===== src/hw/rtl/bblur_pkg.sv =====
`timescale 1ns / 1ps
// Shared types and constants for the 3x3 clamped box blur.
// No dependencies; the front end, queue, back end and top level refer to this package by scope.
package bblur_pkg;

	localparam int CFG_IDX_W  = 1;
	localparam int CFG_DATA_W = 13;

	localparam logic [CFG_IDX_W-1:0] REG_FRAME_WIDTH  = 1'b0;
	localparam logic [CFG_IDX_W-1:0] REG_FRAME_HEIGHT = 1'b1;

	localparam logic [11:0] FW_RESET = 12'd640;
	localparam logic [12:0] FH_RESET = 13'd480;

	localparam logic CMD_PIXEL = 1'b0;
	localparam logic CMD_DRAIN = 1'b1;

	localparam int Q_DEPTH = 4;
	localparam int Q_AW    = 2;

	localparam int RECIP_W     = 17;
	localparam int RECIP_SHIFT = 17;

	typedef struct packed {
		logic [7:0] blue;
		logic [7:0] green;
		logic [7:0] red;
	} pixel_t;

	typedef struct packed {
		pixel_t top;
		pixel_t mid;
		pixel_t bot;
	} column_t;

	typedef struct packed {
		logic wr;
		logic out_en;
		logic left_ok;
		logic right_ok;
		logic top_ok;
		logic bot_ok;
		logic last;
	} op_flags_t;

	localparam int PIX_W  = $bits(pixel_t);
	localparam int FLAG_W = $bits(op_flags_t);

endpackage


===== src/hw/rtl/bblur_queue.sv =====
`timescale 1ns / 1ps
// Short op queue between the front end and the back end.
// Depends on bblur_pkg for its depth.
module bblur_queue #(
	parameter int DW = 8
) (
	input  logic          clk,
	input  logic          arst_n,
	input  logic          push,
	input  logic [DW-1:0] wdata,
	output logic          full,
	input  logic          pop,
	output logic [DW-1:0] rdata,
	output logic          empty
);

	localparam int AW    = bblur_pkg::Q_AW;
	localparam int CNT_W = AW + 1;

	logic [DW-1:0]    mem_q [bblur_pkg::Q_DEPTH];
	logic [AW-1:0]    wr_ptr_q;
	logic [AW-1:0]    rd_ptr_q;
	logic [CNT_W-1:0] cnt_q;

	assign full  = (cnt_q == CNT_W'(bblur_pkg::Q_DEPTH));
	assign empty = (cnt_q == '0);
	assign rdata = mem_q[rd_ptr_q];

	always_ff @(posedge clk) begin
		if (push) begin
			mem_q[wr_ptr_q] <= wdata;
		end
	end

	always_ff @(posedge clk or negedge arst_n) begin
		if (!arst_n) begin
			wr_ptr_q <= '0;
			rd_ptr_q <= '0;
			cnt_q    <= '0;
		end else begin
			if (push) begin
				wr_ptr_q <= wr_ptr_q + AW'(1);
			end
			if (pop) begin
				rd_ptr_q <= rd_ptr_q + AW'(1);
			end
			case ({push, pop})
				2'b10:   cnt_q <= cnt_q + CNT_W'(1);
				2'b01:   cnt_q <= cnt_q - CNT_W'(1);
				default: cnt_q <= cnt_q;
			endcase
		end
	end

endmodule


===== config.mk =====
export PLATFORM = sky130hd
export DESIGN_NAME = bblur_queue
export DESIGN_NICKNAME = d
export VERILOG_FILES = /design/src/hw/rtl/bblur_pkg.sv /design/src/hw/rtl/bblur_queue.sv
export SDC_FILE = /design/constraint.sdc
export NUM_CORES = 1
export LEC_CHECK = 0
export BUFFER_PORTS_ARGS = -buffer_cell sky130_fd_sc_hd__buf_2
export CORE_AREA = 2 2 66 68
export CTS_CLUSTER_SIZE = 16
export DETAILED_ROUTE_END_ITERATION = 8
export DIE_AREA = 0 0 68 70
export PLACE_DENSITY = 0.67
export SYNTH_ARGS = -nofsm -noshare
export SYNTH_HDL_FRONTEND = slang
export SYNTH_SLANG_ARGS = --single-unit

===== constraint.sdc =====
create_clock -name clk -period 1.3 [get_ports clk]
set_input_delay 0.26 -clock clk [delete_from_list [all_inputs] [get_ports clk]]
set_output_delay 0.26 -clock clk [all_outputs]
set_load 0.02 [all_outputs]

Word level (Yosys, flattened, before mapping). Memories as Yosys holds them, arrays and structs flattened. Cells that the tools add are included. W data, S select, Z words.

Memories kept: 1. Register bits: 7. Input port bits: 12. Word-level logic and storage cells: 16. RAM bits: 32.

Reduce and logical (&&, ||, !) cells: 2. Add/sub/neg operators: 4. Eq/ne operators: 3. Muxes and demuxes: 3.

Memory list: mem_q (words 4, width 8, rd ports 1, clocked after memory_dff 0, wr ports 1, RTL line bblur_queue.sv:20) `logic [DW-1:0] mem_q [bblur_pkg::Q_DEPTH];`.

Operator list (count): $pmux W3 S2 (1); $add A2 B1 Y2 const B (2); $add A3 B1 Y3 const B (1); $eq A3 B3 Y1 const B (1); $logic_not A3 Y1 (1); $sub A3 B1 Y3 const B (1); $eq A2 B1 Y1 const B (1); $eq A2 B2 Y1 const B (1); $mux W1 (2); $reduce_bool A2 Y1 (1).

Longest topological paths before layout.
Depth after elaboration: 2. Mapped depth: 7. Mapped depth without buffers: 7.

Least setup slack after synthesis. Ideal clock, no wire load.

Path type: input to register. From: in push. To: reg cnt_q[2]. Data arrival time: 1.254 ns. Path slack: -0.033 ns. Cell stages on the path: 7. Buffers on the path: 0. Cells stage by stage: inv_1 ha_1 inv_1 fa_1 xor2_1 nor2_1 xor2_1.

Longest elaborated chain between the ends: 2. Elaborated cells on any way between the ends: 4.

RTL lines: start: declaration (RTL line bblur_queue.sv:9) `input logic push,`; $eq A2 B1 Y1 or $eq A2 B2 Y1 (tied branches) (RTL line bblur_queue.sv:47) `case ({push, pop})`; $pmux W3 S2 or $reduce_bool A2 Y1 (tied branches); end signal: assignment (RTL line bblur_queue.sv:48) `2'b10: cnt_q <= cnt_q + CNT_W'(1);`; end signal: assignment (RTL line bblur_queue.sv:49) `2'b01: cnt_q <= cnt_q - CNT_W'(1);`; end signal: assignment (RTL line bblur_queue.sv:50) `default: cnt_q <= cnt_q;`; end: declaration (RTL line bblur_queue.sv:23) `logic [CNT_W-1:0] cnt_q;`.

Parallel ways exist; a longest one is shown, timed or not. A chain may end at the register's enable or synchronous reset.

Final worst setup path.
From: reg rd_ptr_q[0]. To: out rdata[2].

Longest elaborated chain between the ends: 1.

RTL lines: start: declaration (RTL line bblur_queue.sv:22) `logic [AW-1:0] rd_ptr_q;`; start signal: assignment (RTL line bblur_queue.sv:45) `rd_ptr_q <= rd_ptr_q + AW'(1);`; $mem_v2 Z4 W8; end: declaration (RTL line bblur_queue.sv:13) `output logic [DW-1:0] rdata,`.

Every way passes these cells.

==> impl_metrics.csv <==
group,metric,value,unit
status,status,"finished with violations",
status,violations,"negative setup slack",
power_and_ir_drop,p_clk_frac,0.201,
final_layout,ff_latch_area,0.001136,mm²
hold_path,hold_class,"primary input to flop",
floorplanning,die_y,70,µm
placement,gp_congestion,0.6815,
critical_path,critPathKind,"flop to output port",
critical_path,critPathRequiredTime,1.04,ns
cts,ctsRootBufferMaster,"clkbuf_8",
final_layout,antennaDiodeCount,0,
power_and_ir_drop,p_int,3.322,mW
drt,drc,0,
sta,period_minus_slack,1.753,ns
synth,synth_most_common_cell,"edfxtp_1",
critical_path,r2r_start,"cnt_q[1]$_DFFE_PN0P_",
drt,drt_iter0_drc,62,
power_and_ir_drop,p_total,4.707,mW
synth,synthTopCellsByArea,"edfxtp_1 (62%), mux4_2 (12%), dfrtp_1 (11%)",
power_and_ir_drop,swShare,0.2943,
placement,placed_area,0.001853,mm²
sta,max_slew.worst_pin.slew,0.3715,ns
sta,hold_viol,0,
run,maxCapViolCount,0,
critical_path,worst_ep_arrival_time,1.49,ns
sta,drv_slew,0,
sta,rsz0062_at_grt,"yes",
drt,ant_nets,0,
synth,yosys-top-cells-count,"edfxtp_1 (32), mux4_2 (8), dfrtp_1 (7)",
power_and_ir_drop,p_leak,0.8065,nW
sta,relSlewSlack,0.7523,
power_and_ir_drop,max-vdd-ir-drop,0.6900,mV
critical_path,rrSetupSlack,0.04,ns
hold_path,hold_start,"wdata[4]",
drt,viasPerCell,4.583,
cts,cts_tree,"done",
cts,h-tree-depth,2,
hold_path,hold_end,"mem_q[3][4]$_DFFE_PP_",
grt,grt_pass1_vias,852,
power_and_ir_drop,switchingPower,1.385,mW
drt,wl_per_cell,13.98,µm
synth,ys_async_sr_fraction,0.1795,
drt,dr.pass1.iters,3,
critical_path,r2r-end,"cnt_q[2]$_DFFE_PN0P_",
floorplanning,core,0.004144,mm²
synth,synth_top_area_share,0.6194,
sta,setup_viol,10,
synth,syn_nets,97,
synth,yosysUniqueCellTypes,16,
synth,yosysWarnings,0,
final_layout,nNetsFinal,141,
floorplanning,io-pin-count,22,
final_layout,nFillCells,350,
final_layout,layout-drive-gt1-share,0.4959,
synth,synth_area_leader_cell,"edfxtp_1",
cts,clock_sinks,39,
drt,routed_wl,2447,µm
final_layout,syn_to_final_growth,33.39,%
synth,seq_area_frac_synth,0.7323,
floorplanning,start_util,0.3744,
synth,syn_inst,79,
grt,overflow,0,
power_and_ir_drop,seq_power_share,0.396,
final_layout,fin_util,0.4994,
sta,period_share,1.349,
power_and_ir_drop,combPwrFrac,0.403,
critical_path,cp-end-kind,"output port",
cts,clk_path_buf_depth,2,
synth,synth_edf_count,32,
floorplanning,num_rows,24,
final_layout,multi_input_area,396.6,µm²
power_and_ir_drop,power_density,2274,mW/mm²
placement,dp_hpwl,1820,µm
floorplanning,die_area,0.004760,mm²
sta,fin_ws,-0.4534,ns
synth,ys.flop_type,"edfxtp_1",
cts,clock_latency,0.28,ns
synth,ys_ff_latch,39,
synth,netlist_area,0.001551,mm²
cts,path_clk_slew,0.07,ns
grt,grt_pass1_wl,4133,µm
critical_path,r2r_cells,5,
synth,synth_area_per_cell,19.64,µm²
placement,portBuffers,21,
grt,grt_usage,0.1260,
floorplanning,die_w,68,µm
sta,finClkSkew,0.002397,ns
drt,route.vias.total,802,
grt,antenna_found_initial,0,
critical_path,worstSetupStartpointType,"flop",
cts,cts_made_buffers,5,
hold_path,hold_depth,1,
critical_path,critPathMaxFanout,8,
grt,grt_max_degree,13,
sta,fmax,570.3,MHz
final_layout,final_area,0.002069,mm²
critical path: stages (launching register included):
cell and delay [ns]:
dfrtp_1 0.39, buf_12 0.15, mux4_2 0.52, buf_6 0.15
cell families (layout without fill, tap and decap cells):
| family | after synthesis | in the layout | synth area share |
|---|---|---|---|
| flip-flops | 39 | 39 | 0.7323 |
| AND/OR/NAND/NOR | 10 | 10 | 0.03306 |
| multiplexers | 8 | 8 | 0.1161 |
| buffers and inverters | 8 | 52 | 0.02500 |
| adder cells (fa/ha/maj) | 6 | 6 | 0.05323 |
| XOR/XNOR | 6 | 6 | 0.03387 |
| AO/OA/AOI/OAI | 2 | 2 | 0.006452 |
cells in the final DEF (no fill, tap or decap), drive strengths merged:
cell	n
buf	38
xor2	4
ha	5
nor2	1
edfxtp	32
nor3	1
inv	6
bufinv	1
clkinvlp	1
dfrtp	7
and2	4
o21ai	2
clkbuf	5
fa	1
xnor2	2
nand2	3
mux4	8
dlygate4sd3	1
and3	1
layout make-up:
class / count / share of cell area
flip-flops and latches: 39 / 0.5490
multi-input cells: 32 / 0.1917
clock buffers: 5 / 0.03325
repair buffers: 39 / 0.1657
well taps: 52 / 0.03144
inverters: 6 / 0.01088
clock inverters: 2 / 0.01814
what timing repair did:
| action | CTS | global route |
|---|---|---|
| hold buffers | 1 | 0 |
| resized for setup | 22 | 4 |
| pin swaps | 4 | 1 |
| hold endpoints to repair | 7 | 0 |
| buffers inserted | 1 | 2 |
| setup endpoints to repair | 11 | 29 |
per-stage QoR:
stage / hold WS [ns] / instances / TNS [ns] / setup WS, ns
final: 0.1865 / 175 / -3.564 / -0.4534
after global routing: 0.1764 / 175 / -4.274 / -0.5168
after CTS: 0.1749 / 173 / -3.727 / -0.4702
after detailed placement: 0.1102 / 164 / -1.402 / -0.1677
after global placement: 0.09834 / 164 / -1.307 / -0.1627
after floorplan: -0.03559 / 79 / -0.1171 / -0.01352
per-layer routing:
layer,wire length (µm),share of wire,GRT usage,vias up
met5,0,0,0,-
met4,48,0.020,0.06667,0
met1,972,0.40,0.1424,400
li1,-,-,-,380
met2,1308,0.53,0.1963,18
met3,118,0.048,0.05636,4
worst max-delay path by stage:
stage | from | to | slack [ns] | cells past startpoint
finish | rd_ptr_q[0]$_DFFE_PN0P_ | rdata[2] | -0.45 | 3
global route | rd_ptr_q[0]$_DFFE_PN0P_ | rdata[6] | -0.52 | 3
CTS | rd_ptr_q[0]$_DFFE_PN0P_ | rdata[2] | -0.47 | 3
detailed placement | push | cnt_q[2]$_DFFE_PN0P_ | -0.17 | 8
global placement | rd_ptr_q[0]$_DFFE_PN0P_ | rdata[2] | -0.16 | 3
floorplan | rd_ptr_q[0]$_DFFE_PN0P_ | rdata[0] | -0.01 | 2
registers in the layout (all words and copies together) (netlist names):
name      count
mem_q        32
cnt_q         3
wr_ptr_q      2
rd_ptr_q      2
power groups by stage:
stage                     Combinational [mW]  Sequential, mW  Clock (mW)
after floorplan                         1.02            1.79           0
after global placement                  1.52            1.86           0
after detailed placement                1.56            1.89           0
after CTS                               1.84            1.87       0.972
after global routing                    2.06            1.91        1.04
final                                   1.90            1.86       0.946
(Power assumes the default switching activity.)
