File: src/hw/rtl/bblur_pkg.sv
`timescale 1ns / 1ps
// Shared types and constants for the 3x3 clamped box blur.
// No dependencies; the front end, queue, back end and top level refer to this package by scope.
package bblur_pkg;

	localparam int CFG_IDX_W  = 1;
	localparam int CFG_DATA_W = 13;

	localparam logic [CFG_IDX_W-1:0] REG_FRAME_WIDTH  = 1'b0;
	localparam logic [CFG_IDX_W-1:0] REG_FRAME_HEIGHT = 1'b1;

	localparam logic [11:0] FW_RESET = 12'd640;
	localparam logic [12:0] FH_RESET = 13'd480;

	localparam logic CMD_PIXEL = 1'b0;
	localparam logic CMD_DRAIN = 1'b1;

	localparam int Q_DEPTH = 4;
	localparam int Q_AW    = 2;

	localparam int RECIP_W     = 17;
	localparam int RECIP_SHIFT = 17;

	typedef struct packed {
		logic [7:0] blue;
		logic [7:0] green;
		logic [7:0] red;
	} pixel_t;

	typedef struct packed {
		pixel_t top;
		pixel_t mid;
		pixel_t bot;
	} column_t;

	typedef struct packed {
		logic wr;
		logic out_en;
		logic left_ok;
		logic right_ok;
		logic top_ok;
		logic bot_ok;
		logic last;
	} op_flags_t;

	localparam int PIX_W  = $bits(pixel_t);
	localparam int FLAG_W = $bits(op_flags_t);

endpackage

File: src/hw/rtl/bblur_front.sv
`timescale 1ns / 1ps
// Front end: configuration registers, frame position tracking and op classification.
// Depends on bblur_pkg; feeds bblur_queue.
module bblur_front #(
	parameter int MAX_WIDTH = 2048,
	parameter int MAX_HEIGHT = 4096,
	localparam int CW = $clog2(MAX_WIDTH),
	localparam int WB = CW + 1,
	localparam int RB = $clog2(MAX_HEIGHT + 2)
) (
	input  logic                                clk,
	input  logic                                arst_n,
	input  logic                                cfg_we,
	input  logic [bblur_pkg::CFG_IDX_W-1:0]     cfg_index,
	input  logic [bblur_pkg::CFG_DATA_W-1:0]    cfg_data,
	input  logic                                item_valid,
	output logic                                item_ready,
	input  logic                                cmd,
	input  bblur_pkg::pixel_t                   pix,
	input  logic                                q_full,
	output logic                                push,
	output logic [CW-1:0]                       push_col,
	output bblur_pkg::pixel_t                   push_pix,
	output bblur_pkg::op_flags_t                push_flags
);

	logic [11:0]  fw_q;
	logic [12:0]  fh_q;
	logic [WB-1:0] eff_w;
	logic [RB-1:0] eff_h;
	logic [CW-1:0] col_q;
	logic [RB-1:0] row_q;
	logic          rcvd_q;
	logic          prime_q;
	logic          jz;
	logic          col_wrap;
	logic [CW-1:0] col_nx;
	logic [RB-1:0] row_nx;
	logic          accept;
	logic          keep;
	bblur_pkg::op_flags_t fl;

	always_ff @(posedge clk or negedge arst_n) begin
		if (!arst_n) begin
			fw_q <= bblur_pkg::FW_RESET;
			fh_q <= bblur_pkg::FH_RESET;
		end else if (cfg_we) begin
			case (cfg_index)
				bblur_pkg::REG_FRAME_WIDTH:  fw_q <= cfg_data[11:0];
				bblur_pkg::REG_FRAME_HEIGHT: fh_q <= cfg_data;
				default: ;
			endcase
		end
	end

	always_comb begin
		if (fw_q == '0) begin
			eff_w = WB'(1);
		end else if (32'(fw_q) > 32'(MAX_WIDTH)) begin
			eff_w = WB'(MAX_WIDTH);
		end else begin
			eff_w = WB'(fw_q);
		end
		if (fh_q == '0) begin
			eff_h = RB'(1);
		end else if (32'(fh_q) > 32'(MAX_HEIGHT)) begin
			eff_h = RB'(MAX_HEIGHT);
		end else begin
			eff_h = RB'(fh_q);
		end
	end

	always_comb begin
		jz          = (col_q == '0);
		fl.wr       = !prime_q && (cmd == bblur_pkg::CMD_PIXEL);
		fl.out_en   = jz ? (row_q >= RB'(2)) : (row_q >= RB'(1));
		fl.top_ok   = jz ? (row_q >= RB'(3)) : (row_q >= RB'(2));
		fl.bot_ok   = jz ? (row_q < eff_h + RB'(1)) : (row_q < eff_h);
		fl.left_ok  = jz ? (eff_w >= WB'(2)) : (col_q >= CW'(2));
		fl.right_ok = !jz;
		fl.last     = !prime_q && (cmd == bblur_pkg::CMD_DRAIN) && jz
			&& (row_q == eff_h + RB'(1));
		col_wrap    = (({1'b0, col_q} + WB'(1)) == eff_w);
		col_nx      = col_wrap ? '0 : col_q + CW'(1);
		row_nx      = col_wrap ? row_q + RB'(1) : row_q;
	end

	assign item_ready = !q_full && !prime_q;
	assign accept     = item_valid && item_ready;
	assign keep       = accept && ((cmd == bblur_pkg::CMD_PIXEL) ? !rcvd_q : rcvd_q);
	assign push       = keep || (prime_q && !q_full);
	assign push_col   = col_q;
	assign push_pix   = pix;
	assign push_flags = fl;

	always_ff @(posedge clk or negedge arst_n) begin
		if (!arst_n) begin
			col_q   <= '0;
			row_q   <= '0;
			rcvd_q  <= 1'b0;
			prime_q <= 1'b0;
		end else if (cfg_we) begin
			col_q   <= '0;
			row_q   <= '0;
			rcvd_q  <= 1'b0;
			prime_q <= 1'b0;
		end else if (prime_q) begin
			if (!q_full) begin
				col_q   <= col_nx;
				row_q   <= row_nx;
				prime_q <= 1'b0;
			end
		end else if (keep) begin
			if (cmd == bblur_pkg::CMD_PIXEL) begin
				col_q <= col_nx;
				row_q <= row_nx;
				if (col_wrap && (row_nx == eff_h)) begin
					rcvd_q  <= 1'b1;
					prime_q <= (eff_h == RB'(1));
				end
			end else if (fl.last) begin
				col_q  <= '0;
				row_q  <= '0;
				rcvd_q <= 1'b0;
			end else begin
				col_q <= col_nx;
				row_q <= row_nx;
			end
		end
	end

endmodule

File: config.mk
export PLATFORM = sky130hd
export DESIGN_NAME = bblur_front
export DESIGN_NICKNAME = d
export VERILOG_FILES = /design/src/hw/rtl/bblur_pkg.sv /design/src/hw/rtl/bblur_front.sv
export SDC_FILE = /design/constraint.sdc
export NUM_CORES = 1
export LEC_CHECK = 0
export BUFFER_PORTS_ARGS = -buffer_cell sky130_fd_sc_hd__buf_2
export CORE_MARGIN = 2
export CORE_UTILIZATION = 60
export CTS_BUF_LIST = sky130_fd_sc_hd__clkbuf_16
export CTS_CLUSTER_SIZE = 8
export DETAILED_ROUTE_END_ITERATION = 8
export PLACE_DENSITY = 0.95
export SYNTH_ARGS = -nofsm -noshare
export SYNTH_HDL_FRONTEND = slang
export SYNTH_SLANG_ARGS = --single-unit
File: constraint.sdc
create_clock -name clk -period 8 [get_ports clk]
set_input_delay 1.2 -clock clk [delete_from_list [all_inputs] [get_ports clk]]
set_output_delay 1.2 -clock clk [all_outputs]
set_load 0.005 [all_outputs]
==> Yosys cells after proc, flatten, opt, wreduce, memory -nomap -nowiden <==
Cells that the tools add are included.
{ "op_classes": {"mux": 35, "multipliers": 0, "div_mod_pow": 0, "reduce_logical": 24, "magnitude_cmp": 9, "n_shift": 0, "eq_ne": 7, "add_sub_neg": 4, "bitwise_logic": 2} }
{ "ops": {"columns": ["op", "count"], "rows": [
  ["13-bit two-way mux", 9],
  ["11-bit two-way mux", 7],
  ["13-bit by 1-bit adder with 13-bit output (second input constant)", 2],
  ["13-bit == test", 2],
  ["13-bit by 2-bit >= comparator with 1-bit output (second input constant)", 2],
  ["13-bit less-than comparator", 2],
  ["12-bit two-way mux", 2],
  ["1-bit two-way mux", 17],
  ["13-bit by 1-bit == test with 1-bit output (second input constant)", 1],
  ["13-bit by 1-bit >= comparator with 1-bit output (second input constant)", 1],
  ["13-bit greater-than comparator (second input constant)", 1],
  ["13-bit logical NOT", 1],
  ["11-bit by 1-bit adder with 12-bit output (second input constant)", 1],
  ["12-bit == test", 1],
  ["12-bit by 2-bit >= comparator with 1-bit output (second input constant)", 1],
  ["12-bit greater-than comparator (second input constant)", 1],
  ["12-bit logical NOT", 1],
  ["11-bit by 1-bit adder with 11-bit output (second input constant)", 1],
  ["11-bit by 2-bit >= comparator with 1-bit output (second input constant)", 1],
  ["11-bit logical NOT", 1],
  ["1-bit logical AND", 9],
  ["2-bit AND reduction", 3],
  ["3-bit nonzero test", 2],
  ["1-bit logical NOT", 4],
  ["7 further kinds", 8]
]} }
{ "word_totals": {"output_inout_bits": 44, "mem_bits_ro": 0, "register_bits": 51, "mem_bits_rw": 0, "latch_bits": 0, "memories": 0, "elab_cells": 87, "input_bits": 44} }

==> Longest topological paths before layout <==
{ "depth": {"depth_word": 12, "mapped_depth": 21, "ltp_nobuf": 19} }

==> Least setup slack after synthesis <==
Ideal clock, no wire load.
{ "synth_path": {"path_kind": "reg-to-output", "start": "register fh_q[2]", "end": "output port push_flags[1] (netlist bit)", "path_stages_with_launch": 18, "setup_slack_ns": 3.738, "t_arrival_ns": 3.062, "required_ns": 6.800, "n_path_buf": 0, "cell_sequence": "dfrtp_1 > nor4_1 > nand3_1 > nor2_1 > o21a_1 > ha_1 > nand3_1 > nor3_1 > and3_1 > nand2_1 > nor2_1 > xnor2_1 > ha_1 > nor2b_1 > o21ai_0 > nand2b_1 > a211oi_1 > a32o_1"} }
{ "synth_lines": {"columns": ["element", "line", "text"], "rows": [
  ["start, declared", "bblur_front.sv:28", "logic [12:0] fh_q;"],
  ["start signal, assigned", "bblur_front.sv:46", "fh_q <= bblur_pkg::FH_RESET;"],
  ["start signal, assigned", "bblur_front.sv:50", "bblur_pkg::REG_FRAME_HEIGHT: fh_q <= cfg_data;"],
  ["end, declared", "bblur_front.sv:24", "output bblur_pkg::op_flags_t push_flags"]
]} }

==> results_dict.tcl <==
set metrics [dict create \
    status "finished, final reports clean" \
    die_y_um 92.1 \
    ir_worst_vdd_mv 0.125 \
    setup-violations-final 0 \
    layout_min_cycle_time_ps 5270 \
    min-delay-start "rcvd_q" \
    insertedDiodeCount 0 \
    place_congestion 1.01 \
    start_kind "register" \
    slew_headroom 0.161 \
    reg2regPathDepth 19 \
    wl_um 12200 \
    setup_ws_ps 2730 \
    path_class "reg2out" \
    hpwl_um 9190 \
    reg2reg_to "push_col[3]" \
    grt_pass1_vias 4059 \
    worstHoldPathType "reg2reg" \
    seqPwrFrac 0.429 \
    area_growth_pct 4.22 \
    r2r-start "fh_q[3]" \
    ys_ff_latch 51 \
    slew_violations 0 \
    cp-end-kind "output port" \
    fin_total_pwr_mw 0.726 \
    cts_sinks 51 \
    yosysSeqAreaShare 0.276 \
    synthFlopType "dfrtp_1" \
    path_cells "nor4_1 > nand3_1 > nor2_1 > o21a_1 > ha_1 > nand3_1 > nor3_1 > and3_1 > nand2_1 > nor2_1 > xnor2_1 > ha_1 > nor2b_1 > o21ai_0 > nand2b_1 > a211oi_1 > a32o_1 > buf_2" \
    htree_levels 2 \
    swShare 0.335 \
    clkPwrFrac 0.320 \
    wl_per_cell_um 19.2 \
    core_um2 7610 \
    viasPerCell 6.53 \
    synthArstFlopShare 1.00 \
    place_area_um2 4690 \
    required_ps 6800 \
    final_cell_mix "nand2_1, dfrtp_1, buf_2" \
    syn_area_um2 4660 \
    nets 610 \
    vias 4149 \
    avgSynthCellArea_um2 8.75 \
    antenna_found_initial 0 \
    cts_buffers 5 \
    cts_root_buf "clkbuf_16" \
    grt.overflow.total 0 \
    hold_depth 2 \
    p_int_mw 0.483 \
    placed_cells 627 \
    final_area_um2 4850 \
    drtAntennaViolNets 0 \
    slowest_delay_ps 450 \
    comb_power_share 0.251 \
    p_leak_nw 2.11 \
    cts_setup_buffers 0 \
    tightestPinTransition_ps 1250 \
    placementRows 32 \
    clock_path_buffers 2 \
    fin_skew_ps 11.3 \
    synth_cells 532 \
    syn-num-nets 610 \
    yosys_warnings 0 \
    die_area_um2 8480 \
    synth-edff-count 0 \
    cp_slowest_cell "dfrtp_1" \
    fmax_ghz 0.190 \
    place_ws_ps 3140 \
    die_x_um 92.1 \
    holdPathEnd "rcvd_q" \
    synth_cell_type_count 72 \
    cts_tree "done" \
    drt_first_pass_iters 7 \
    final_cells 635 \
    hold_buffers 0 \
    path_max_fanout 6 \
    rsz0062_at_grt "false" \
    fin_tns_setup_ps 0 \
    insertion_delay_ps 310 \
    drt_iter0_markers 454 \
    r2r_slack_ps 3210 \
    drcViolationCount 0 \
    cp_top_family "simple AND/OR/NAND/NOR gates" \
    max_cap_viol_count 0 \
    final_common_cell "nand2_1" \
    critical_path_buf_inv_count 1 \
    grt_first_pass_wirelength_um 19900 \
    min_period_over_period 0.658 \
    p_sw_mw 0.244 \
    crit_arrival_ps 4070 \
    start_util 0.612 \
    p_per_area_nw_per_um2 150 \
    drive_above_1_share 0.174 \
    ctsResizeCount 0 \
    grt_start_max_net_pins 52 \
    clk_pin_slew_ps 80 \
    port-buffer-count 39 \
    fillers 613 \
    num_io_pins 88 \
    hold_violations 0 \
    grt_use_total 0.296 \
]
==> worst register-to-register path: stages, from the launching register on <==
cell     delay (ps)
dfrtp_1         450
nor4_1          280
nand3_1         150
nor2_1          110
o21a_1          240
ha_1            230
nand3_1         130
nor3_1          310
and3_1          240
nand2_1          80
nor2_1          110
nor2_1           50
ha_1            310
and3_1          150
nand3_1         150
nor4_4           80
or3_1           630
nor2_1          650
a21o_1          230
a22o_1          140
==> synthesized netlist by cell type (all sizes together), types with 2 or more instances <==
| library cell | count | area (um2) |
|---|---|---|
| nand2 | 48 | 180 |
| dfrtp | 45 | 1130 |
| o21ai | 40 | 200 |
| buf | 36 | 251 |
| ha | 34 | 425 |
| xnor2 | 29 | 254 |
| nor2 | 28 | 105 |
| mux2 | 23 | 259 |
| nand3 | 23 | 120 |
| inv | 22 | 82.6 |
| nor3 | 16 | 96.4 |
| o21a | 15 | 113 |
| xor2 | 13 | 114 |
| a21oi | 11 | 55.1 |
| clkbuf | 11 | 41.3 |
| nand2b | 11 | 68.8 |
| nor4 | 11 | 111 |
| and3 | 9 | 56.3 |
| nor2b | 9 | 56.3 |
| o31ai | 8 | 60.1 |
| dfstp | 6 | 158 |
| mux2i | 6 | 72.6 |
| a21o | 5 | 37.5 |
| nand4 | 5 | 37.5 |
| o211ai | 5 | 42.5 |
| or3 | 5 | 41.3 |
| a22o | 4 | 35.0 |
| a31oi | 4 | 25.0 |
| and4 | 4 | 35.0 |
| nand4b | 4 | 50.1 |
| o2111ai | 4 | 35.0 |
| a41oi | 3 | 26.3 |
| and2 | 3 | 18.8 |
| nand3b | 3 | 22.5 |
| nor3b | 3 | 22.5 |
| o41ai | 3 | 26.3 |
| a211oi | 2 | 20.0 |
| nor4b | 2 | 17.5 |
==> routing by layer <==
metal	share of wire	wire, um	track usage
met2	0.48	5860	0.505
met4	0.034	414	0.113
met5	0	0	0
met3	0.077	936	0.0427
met1	0.41	4980	0.380
==> worst max-delay path by stage <==
stage / from / end / slack (ps) / cells after the start
floorplan: fh_q[2] / push_flags[1] / 3740 / 17
finish: fh_q[3] / push_flags[1] / 2730 / 18
global placement: fh_q[6] / push_flags[1] / 3470 / 18
CTS: fh_q[3] / push_flags[1] / 2800 / 18
detailed placement: fh_q[3] / push_flags[1] / 3140 / 18
global route: fh_q[3] / push_flags[1] / 2510 / 18
==> metrics by stage <==
step	hold WS, ps	util
floorplan	503	-
global placement	520	0.617
detailed placement	536	0.617
CTS	554	0.638
global route	607	0.638
finish	552	0.638
==> sequential cells by signal (all words and copies together), names as in the netlist <==
name      flops
row_q        13
push_col     11
fh_q         13
prime_q       1
fw_q         12
rcvd_q        1
==> area by class of cell <==
cell class	instances	area (um2)	area share
Multi-Input combinational cell	411	2990	0.617
Sequential cell	51	1280	0.265
Timing Repair Buffer	40	203	0.0418
Tap cell	102	128	0.0263
Clock buffer	5	125	0.0258
Inverter	23	86.3	0.0178
Clock inverter	3	33.8	0.00696
==> power by group through the flow <==
stage | combinational, mW | clock, mW | sequential, mW
CTS | 0.180 | 0.232 | 0.311
detailed placement | 0.178 | 0 | 0.316
global placement | 0.170 | 0 | 0.313
global route | 0.200 | 0.246 | 0.315
floorplan | 0.146 | 0 | 0.302
finish | 0.182 | 0.232 | 0.312
==> cells by family after synthesis <==
logic type / Yosys count / synth area share
buffers and inverters: 70 / 0.0814
flip-flops: 51 / 0.276
AO/OA/AOI/OAI: 119 / 0.173
multiplexers: 29 / 0.0712
XOR/XNOR: 42 / 0.0790
AND/OR/NAND/NOR: 187 / 0.228
adder cells (fa/ha/maj): 34 / 0.0913
Note: power is estimated with default switching activity, not from simulation.
